$ cat src/mpba_pkg.sv
// shared types and constants for the multiprecision byte alu
// no dependencies
`default_nettype none

package mpba_pkg;

    localparam int BYTE_BITS         = 8;
    localparam int DIVISOR_PORT_BITS = 16;
    localparam int REMAINDER_BITS    = 16;
    localparam int DIVISOR_BITS_DEF  = 16;

    typedef enum logic [1:0] {
        ACT_ADD = 2'd0,
        ACT_SUB = 2'd1,
        ACT_DIV = 2'd2,
        ACT_NOP = 2'd3
    } t_action;

    typedef enum logic {
        ST_IDLE,
        ST_RUN
    } t_state;

endpackage

`default_nettype wire

$ cat src/mpba_if.sv
// valid/ready channel interfaces for the multiprecision byte alu
// depends on mpba_pkg
`default_nettype none

interface mpba_in_if;
    import mpba_pkg::*;

    logic                         valid;
    logic                         ready;
    t_action                      action;
    logic                         first;
    logic [BYTE_BITS-1:0]         a_byte;
    logic [BYTE_BITS-1:0]         b_byte;
    logic [DIVISOR_PORT_BITS-1:0] divisor;

    modport source(output valid, action, first, a_byte, b_byte, divisor, input ready);
    modport sink(input valid, action, first, a_byte, b_byte, divisor, output ready);
endinterface

interface mpba_out_if;
    import mpba_pkg::*;

    logic                      valid;
    logic                      ready;
    logic [BYTE_BITS-1:0]      result_byte;
    logic                      carry_out;
    logic [REMAINDER_BITS-1:0] remainder;

    modport source(output valid, result_byte, carry_out, remainder, input ready);
    modport sink(input valid, result_byte, carry_out, remainder, output ready);
endinterface

`default_nettype wire

$ cat src/multiprecision_byte_alu.sv
// byte-serial add, subtract and divide-by-small-integer unit, one bit per cycle unless a full output stalls
// the result is written to the output register by the step that processes the last bit of the byte
// the bit-serial shift of a byte must finish before the next transaction can start
// a new input is taken in the cycle the previous byte finishes; a full output stalls the last bit
// reset (synchronous, active low) clears carry, remainder, sequencer and output valid
// depends on mpba_pkg and mpba_if
`default_nettype none

module multiprecision_byte_alu #(
    parameter int DIVISOR_BITS = mpba_pkg::DIVISOR_BITS_DEF
) (
    input  logic      i_clk,
    input  logic      i_rst_n,
    mpba_in_if.sink   i_in,
    mpba_out_if.source o_out
);
    import mpba_pkg::*;

    localparam int                  CNT_BITS = $clog2(BYTE_BITS);
    localparam logic [CNT_BITS-1:0] CNT_LAST = CNT_BITS'(BYTE_BITS - 1);

    t_state                    r_state, n_state;
    logic [CNT_BITS-1:0]       r_cnt;
    t_action                   r_op;
    logic [BYTE_BITS-1:0]      r_a, n_a;
    logic [BYTE_BITS-1:0]      r_b, n_b;
    logic [BYTE_BITS-1:0]      r_q, n_q;
    logic [DIVISOR_BITS-1:0]   r_div;
    logic [DIVISOR_BITS-1:0]   r_rem, n_rem;
    logic                      r_carry, n_carry;
    logic                      r_out_valid;
    logic [BYTE_BITS-1:0]      r_out_result;
    logic                      r_out_carry;
    logic [REMAINDER_BITS-1:0] r_out_rem;

    logic                    out_free, last, step, finish, accept;
    logic                    sum_bit, add_c, sub_c, rem_ge;
    logic [DIVISOR_BITS:0]   rem_sh, div_ext, rem_diff;
    logic                    carry_now;
    logic [DIVISOR_BITS-1:0] rem_now;

    assign out_free   = !r_out_valid || o_out.ready;
    assign last       = (r_cnt == CNT_LAST);
    assign step       = (r_state == ST_RUN) && (!last || out_free);
    assign finish     = step && last;
    assign i_in.ready = (r_state == ST_IDLE) || finish;
    assign accept     = i_in.valid && i_in.ready;

    // bit-serial add and subtract cells
    assign sum_bit = r_a[0] ^ r_b[0] ^ r_carry;
    assign add_c   = (r_a[0] & r_b[0]) | (r_carry & (r_a[0] ^ r_b[0]));
    assign sub_c   = (~r_a[0] & r_b[0]) | (r_carry & ~(r_a[0] ^ r_b[0]));

    // one restoring division step
    assign rem_sh   = {r_rem, r_b[BYTE_BITS-1]};
    assign div_ext  = {1'b0, r_div};
    assign rem_ge   = (rem_sh >= div_ext);
    assign rem_diff = rem_sh - div_ext;

    always_comb begin
        n_a     = r_a;
        n_b     = r_b;
        n_q     = r_q;
        n_rem   = r_rem;
        n_carry = r_carry;
        unique case (r_op)
            ACT_ADD: begin
                n_a     = r_a >> 1;
                n_b     = r_b >> 1;
                n_q     = {sum_bit, r_q[BYTE_BITS-1:1]};
                n_carry = add_c;
            end
            ACT_SUB: begin
                n_a     = r_a >> 1;
                n_b     = r_b >> 1;
                n_q     = {sum_bit, r_q[BYTE_BITS-1:1]};
                n_carry = sub_c;
            end
            ACT_DIV: begin
                n_b   = r_b << 1;
                n_q   = {r_q[BYTE_BITS-2:0], rem_ge};
                n_rem = rem_ge ? rem_diff[DIVISOR_BITS-1:0] : rem_sh[DIVISOR_BITS-1:0];
            end
            ACT_NOP: begin
            end
            default: begin
            end
        endcase
    end

    assign carry_now = step ? n_carry : r_carry;
    assign rem_now   = step ? n_rem : r_rem;

    always_comb begin
        n_state = r_state;
        unique case (r_state)
            ST_IDLE: begin
                if (accept) n_state = ST_RUN;
            end
            ST_RUN: begin
                if (finish && !accept) n_state = ST_IDLE;
            end
            default: n_state = ST_IDLE;
        endcase
    end

    always_ff @(posedge i_clk) begin
        if (!i_rst_n) begin
            r_state <= ST_IDLE;
        end else begin
            r_state <= n_state;
        end
    end

    always_ff @(posedge i_clk) begin
        if (!i_rst_n) begin
            r_carry <= 1'b0;
            r_rem   <= '0;
        end else if (accept) begin
            r_carry <= i_in.first ? 1'b0 : carry_now;
            r_rem   <= i_in.first ? '0 : rem_now;
        end else begin
            r_carry <= carry_now;
            r_rem   <= rem_now;
        end
    end

    always_ff @(posedge i_clk) begin
        if (accept) begin
            r_op  <= i_in.action;
            r_a   <= i_in.a_byte;
            r_b   <= i_in.b_byte;
            r_div <= DIVISOR_BITS'(i_in.divisor);
            r_q   <= '0;
            r_cnt <= '0;
        end else if (step) begin
            r_a   <= n_a;
            r_b   <= n_b;
            r_q   <= n_q;
            r_cnt <= r_cnt + 1'b1;
        end
    end

    always_ff @(posedge i_clk) begin
        if (!i_rst_n) begin
            r_out_valid <= 1'b0;
        end else if (finish) begin
            r_out_valid <= 1'b1;
        end else if (o_out.ready) begin
            r_out_valid <= 1'b0;
        end
    end

    always_ff @(posedge i_clk) begin
        if (finish) begin
            r_out_result <= n_q;
            r_out_carry  <= (r_op == ACT_DIV) ? 1'b0 : n_carry;
            r_out_rem    <= REMAINDER_BITS'(n_rem);
        end
    end

    assign o_out.valid       = r_out_valid;
    assign o_out.result_byte = r_out_result;
    assign o_out.carry_out   = r_out_carry;
    assign o_out.remainder   = r_out_rem;

endmodule

`default_nettype wire

$ cat src/flat_wrapper.sv
// flat-port wrapper written by rule: the top's interface ports become plain ports
module multiprecision_byte_alu_flat import mpba_pkg::*;
#(
    parameter int DIVISOR_BITS = mpba_pkg::DIVISOR_BITS_DEF
)
  (i_clk, i_rst_n, i_in_valid, i_in_action, i_in_first, i_in_a_byte, i_in_b_byte, i_in_divisor, i_in_ready, o_out_valid, o_out_result_byte, o_out_carry_out, o_out_remainder, o_out_ready);
  mpba_in_if i_in_i ();
  mpba_out_if o_out_i ();
  input  logic i_clk;
  input  logic i_rst_n;
  input wire logic [$bits(i_in_i.valid)-1:0] i_in_valid;
  input wire logic [$bits(i_in_i.action)-1:0] i_in_action;
  input wire logic [$bits(i_in_i.first)-1:0] i_in_first;
  input wire logic [$bits(i_in_i.a_byte)-1:0] i_in_a_byte;
  input wire logic [$bits(i_in_i.b_byte)-1:0] i_in_b_byte;
  input wire logic [$bits(i_in_i.divisor)-1:0] i_in_divisor;
  output wire logic [$bits(i_in_i.ready)-1:0] i_in_ready;
  output wire logic [$bits(o_out_i.valid)-1:0] o_out_valid;
  output wire logic [$bits(o_out_i.result_byte)-1:0] o_out_result_byte;
  output wire logic [$bits(o_out_i.carry_out)-1:0] o_out_carry_out;
  output wire logic [$bits(o_out_i.remainder)-1:0] o_out_remainder;
  input wire logic [$bits(o_out_i.ready)-1:0] o_out_ready;
  assign i_in_i.valid = i_in_valid;
  assign i_in_i.action = i_in_action;
  assign i_in_i.first = i_in_first;
  assign i_in_i.a_byte = i_in_a_byte;
  assign i_in_i.b_byte = i_in_b_byte;
  assign i_in_i.divisor = i_in_divisor;
  assign i_in_ready = i_in_i.ready;
  assign o_out_valid = o_out_i.valid;
  assign o_out_result_byte = o_out_i.result_byte;
  assign o_out_carry_out = o_out_i.carry_out;
  assign o_out_remainder = o_out_i.remainder;
  assign o_out_i.ready = o_out_ready;
  multiprecision_byte_alu #(.DIVISOR_BITS(DIVISOR_BITS)) u_core (.i_clk(i_clk), .i_rst_n(i_rst_n), .i_in(i_in_i), .o_out(o_out_i));
endmodule
$ cat config.mk
export PLATFORM = sky130hd
export DESIGN_NAME = multiprecision_byte_alu_flat
export DESIGN_NICKNAME = d
export VERILOG_FILES = /design/src/mpba_pkg.sv /design/src/mpba_if.sv /design/src/multiprecision_byte_alu.sv /design/src/flat_wrapper.sv
export SDC_FILE = /design/constraint.sdc
export NUM_CORES = 1
export LEC_CHECK = 0
export BUFFER_PORTS_ARGS = -buffer_cell sky130_fd_sc_hd__buf_4
export CELL_PAD_IN_SITES_DETAIL_PLACEMENT = 0
export CELL_PAD_IN_SITES_GLOBAL_PLACEMENT = 2
export CORE_UTILIZATION = 39
export CTS_CLUSTER_SIZE = 14
export DETAILED_ROUTE_END_ITERATION = 16
export PLACE_DENSITY = 0.95
export SLEW_MARGIN = 20
export SYNTH_ARGS = -nofsm -noshare
export SYNTH_HDL_FRONTEND = slang
export SYNTH_SLANG_ARGS = --single-unit
$ cat constraint.sdc
create_clock -name i_clk -period 5 [get_ports i_clk]
set_input_delay 0.5 -clock i_clk [delete_from_list [all_inputs] [get_ports i_clk]]
set_output_delay 0.5 -clock i_clk [all_outputs]
set_load 0.1 [all_outputs]
==> run_results.csv <==
group,metric,value,unit
clocking,clkLatencyLatePin,340,ps
floorplanning,placement_rows,39,
floorplanning,fp.dieArea,12190,sq um
worst_setup_path,worstSetupStartpointType,"register",
clocking,ctsHtreeMaxLevel,3,
synth,netlist.top_cell.by_area,"edfxtp_1",
worst_setup_path,crit_path_end_kind,"register",
worst_setup_path,critical_path.n_buffers_inverters,0,
synth,number_of_synthesized_flops_with_an_enable_pin,59,
drt,firstDrtPassIters,4,
worst_setup_path,timing.setup.critical_path_class,"register to register",
worst_setup_path,crit_fanout,16,
pwr,cellInternalPower,0.001284,W
timing,max_transition_viols_final,0,
floorplanning,ios,66,
place,io_buffer_count,65,
worst_setup_path,crit_family,"compound AO/OA/AOI/OAI gates",
timing,setup_ws,2222,ps
pwr,p_seq_share,49.8,%
synth,number_of_nets_produced_by_synthesis,530,
drt,vias,3556,
floorplanning,die_width,110.4,um
synth,yosysWarnings,0,
worst_setup_path,path_cells,"ha_1 > a21o_1 > or3_1 > a31oi_2 > a211o_4 > and2_4 > a21oi_1 > o21ai_0",
timing,fin_skew,13.16,ps
run,max_cap_viol_count,0,
timing,timing.final.crit_period,2778,ps
finish,fill_cell_instance_count_of_the_final_layout,1106,
status,outcome,"finished clean",
worst_setup_path,cp_data_arrival_time,2880,ps
pwr,irDropWorstVdd,0.1417,mV
pwr,clkPwrFrac,37.9,%
worst_setup_path,cp.depth,8,
timing,setup_total_negative_slack,0,ps
floorplanning,floorplan.die.height,110.4,um
global_routing,number_of_global_route_vias_before_repair,3552,
synth,netlist_top_cells_area,"edfxtp_1, dfxtp_1, nand2_1, a21oi_1, ha_1",
global_routing,antenna_found_initial,0,
clocking,buffers_inserted_by_post_cts_timing_repair,0,
synth,netlist_area_before_placement,4583,sq um
synth,yosys.cell_types.count,50,
synth,syn-instance-count,470,
drt,detail_route.iter0.violations,121,
pwr,power_switching,0.0004357,W
timing,timing.final.crit_share,55.56,%
worst_setup_path,worst_ep_required_time,5100,ps
finish,num-nets-final,593,
synth,ffs_latches_synth,89,
clocking,tritoncts,"done",
synth,yosys_most_used_dff,"edfxtp_1",
timing,final-setup-viol-count,0,
finish,layout-area-overhead-vs-synth,19.49,%
worst_setup_path,number_of_cells_traversed_by_the_worst_register_to_register_path,8,
finish,multi_input_area,2022,sq um
synth,syn_avg_cell_area,9.751,sq um
synth,ys_async_sr_fraction,0,%
clocking,tritoncts.num_buffers,9,
drt,ant_nets,0,
finish,diodes,0,
floorplanning,design.core.area,11420,sq um
global_routing,largest_net_degree_at_the_start_of_global_routing,39,
clocking,cts.path.max_buffers,2,
synth,synth_sequential_area_ratio,51.76,%
clocking,root_buffer_cell,"clkbuf_16",
finish,layout-drive-gt1-share,18.40,%
pwr,power.share.switching,25.34,%
timing,fmax,360.0,MHz
timing,timing.final.hold_violations,0,
worst_hold_path,min_path_cells,1,
drt,detail_route.drc_violations,0,
clocking,cts-resized-gates,0,
finish,post-route-util,47.96,%
drt,wl_per_cell,15.15,um
timing,worst_slew_pin_slew,804.2,ps
timing,grt_setup_unrepaired,"false",
pwr,power.leakage,2.342,nW
finish,sequential_cell_area,2372,sq um
worst_hold_path,worst_hold_path_type,"input port to register",
place,dp_hpwl,7.160,mm
synth,synth_top_area_share,38.66,%
worst_setup_path,peak_per_stage_delay_on_the_critical_path,380,ps
drt,drt-vias-per-instance,5.222,
place,post-place-ws,2288,ps
floorplanning,initial_util,40.14,%
global_routing,grt_first_pass_wirelength,17.19,mm
global_routing,grt_remaining_overflow,0,
synth,synth.cells.most_frequent,"nand2_1, edfxtp_1, a21oi_1",
global_routing,groute.usage.overall,17.52,%
clocking,cts_hold_buffers,0,
pwr,power.share.combinational,12.3,%
pwr,power_density,313.9,nW/um^2
timing,max-slew-margin-rel,46.33,%
drt,wirelength,10.32,mm
clocking,cts.sink_count,89,
place,place_congestion,0.9061,
worst_setup_path,worst_path_max_delay_cell,"ha_1",
synth,most_common_cell_in_the_synthesized_netlist,"nand2_1",
clocking,clkTransAtPathRegs,70,ps
worst register-to-register path, cell delays in order, from the launching register on:
cell and delay (ps):
dfxtp_1 340, ha_1 380, a21o_1 230, or3_1 370, a31oi_2 240, a211o_4 170
and2_4 320, a21oi_1 130, o21ai_0 350
flip-flops by register name (all words and copies together), names as in the netlist, 2 cells and up:
register,cells
u_core.o_out.result_byte,8
u_core.r_cnt,3
u_core.r_op,2
u_core.o_out.remainder,16
u_core.r_a,8
u_core.r_q,8
u_core.r_b,8
u_core.r_div,16
u_core.r_rem,16
layout make-up:
| cell class | instances | area share [%] |
|---|---|---|
| repair buffers | 70 | 9.596 |
| flip-flops and latches | 89 | 43.32 |
| well taps | 143 | 3.267 |
| clock buffers | 11 | 4.615 |
| inverters | 24 | 1.645 |
| clock inverters | 5 | 0.6397 |
| multi-input cells | 339 | 36.92 |
worst paths after layout:
check                                     start                         to  slack, ps
worst min register to register  u_core.r_cnt[1]            u_core.r_cnt[1]        470
worst min-delay path             i_in_action[1]             u_core.r_op[1]        330
worst max register to register  u_core.r_rem[9]  u_core.o_out.remainder[0]       2220
worst max-delay path            u_core.r_rem[9]  u_core.o_out.remainder[0]       2220
routing by layer:
metal | vias up | routed length [um] | GRT usage [%]
met5 | - | 0 | 0
met4 | 0 | 119 | 5.422
met3 | 11 | 387 | 3.732
met2 | 75 | 4829 | 28.07
met1 | 1687 | 4979 | 23.69
li1 | 1783 | - | -
power by group through the flow:
stage	sequential (W)	combinational, W	clock, W
6_report	0.000856	0.000212	0.000652
5_1_grt	0.000860	0.000242	0.000706
4_1_cts	0.000856	0.000215	0.000668
3_5_place_dp	0.000872	0.000213	0
3_3_place_gp	0.000870	0.000210	0
2_1_floorplan	0.000862	0.000156	0
kinds of logic (layout without fill, tap and decap cells):
kind of cell    count (synthesis)  in the layout  share of synthesized area, %
flops                          89             89                         51.76
buf+inv                        42            110                         4.232
mux                            18             18                         3.958
simple gates                  160            160                         14.93
xor+xnor                       13             13                         2.484
compound gates                127            127                         16.41
fa+ha+maj                      21             21                         6.225
placed cells by master, fill, tap and decap left out, drive strengths merged, types with 11 or more instances in the layout:
cell type  count
a21oi         51
nor2          33
clkbuf        11
buf           70
nand2         92
mux2i         17
inv           26
ha            18
edfxtp        59
o21ai         40
dfxtp         30
metrics by stage:
step	instance area, sq um	cells	hold WS, ps	power [W]
after floorplan	4583	470	440.0	0.001018
after global placement	5186	665	445.7	0.001080
after detailed placement	5186	665	462.6	0.001085
after CTS	5474	681	319.4	0.001739
after global routing	5477	681	314.0	0.001807
final	5477	681	328.5	0.001719
(Power assumes the default switching activity.)
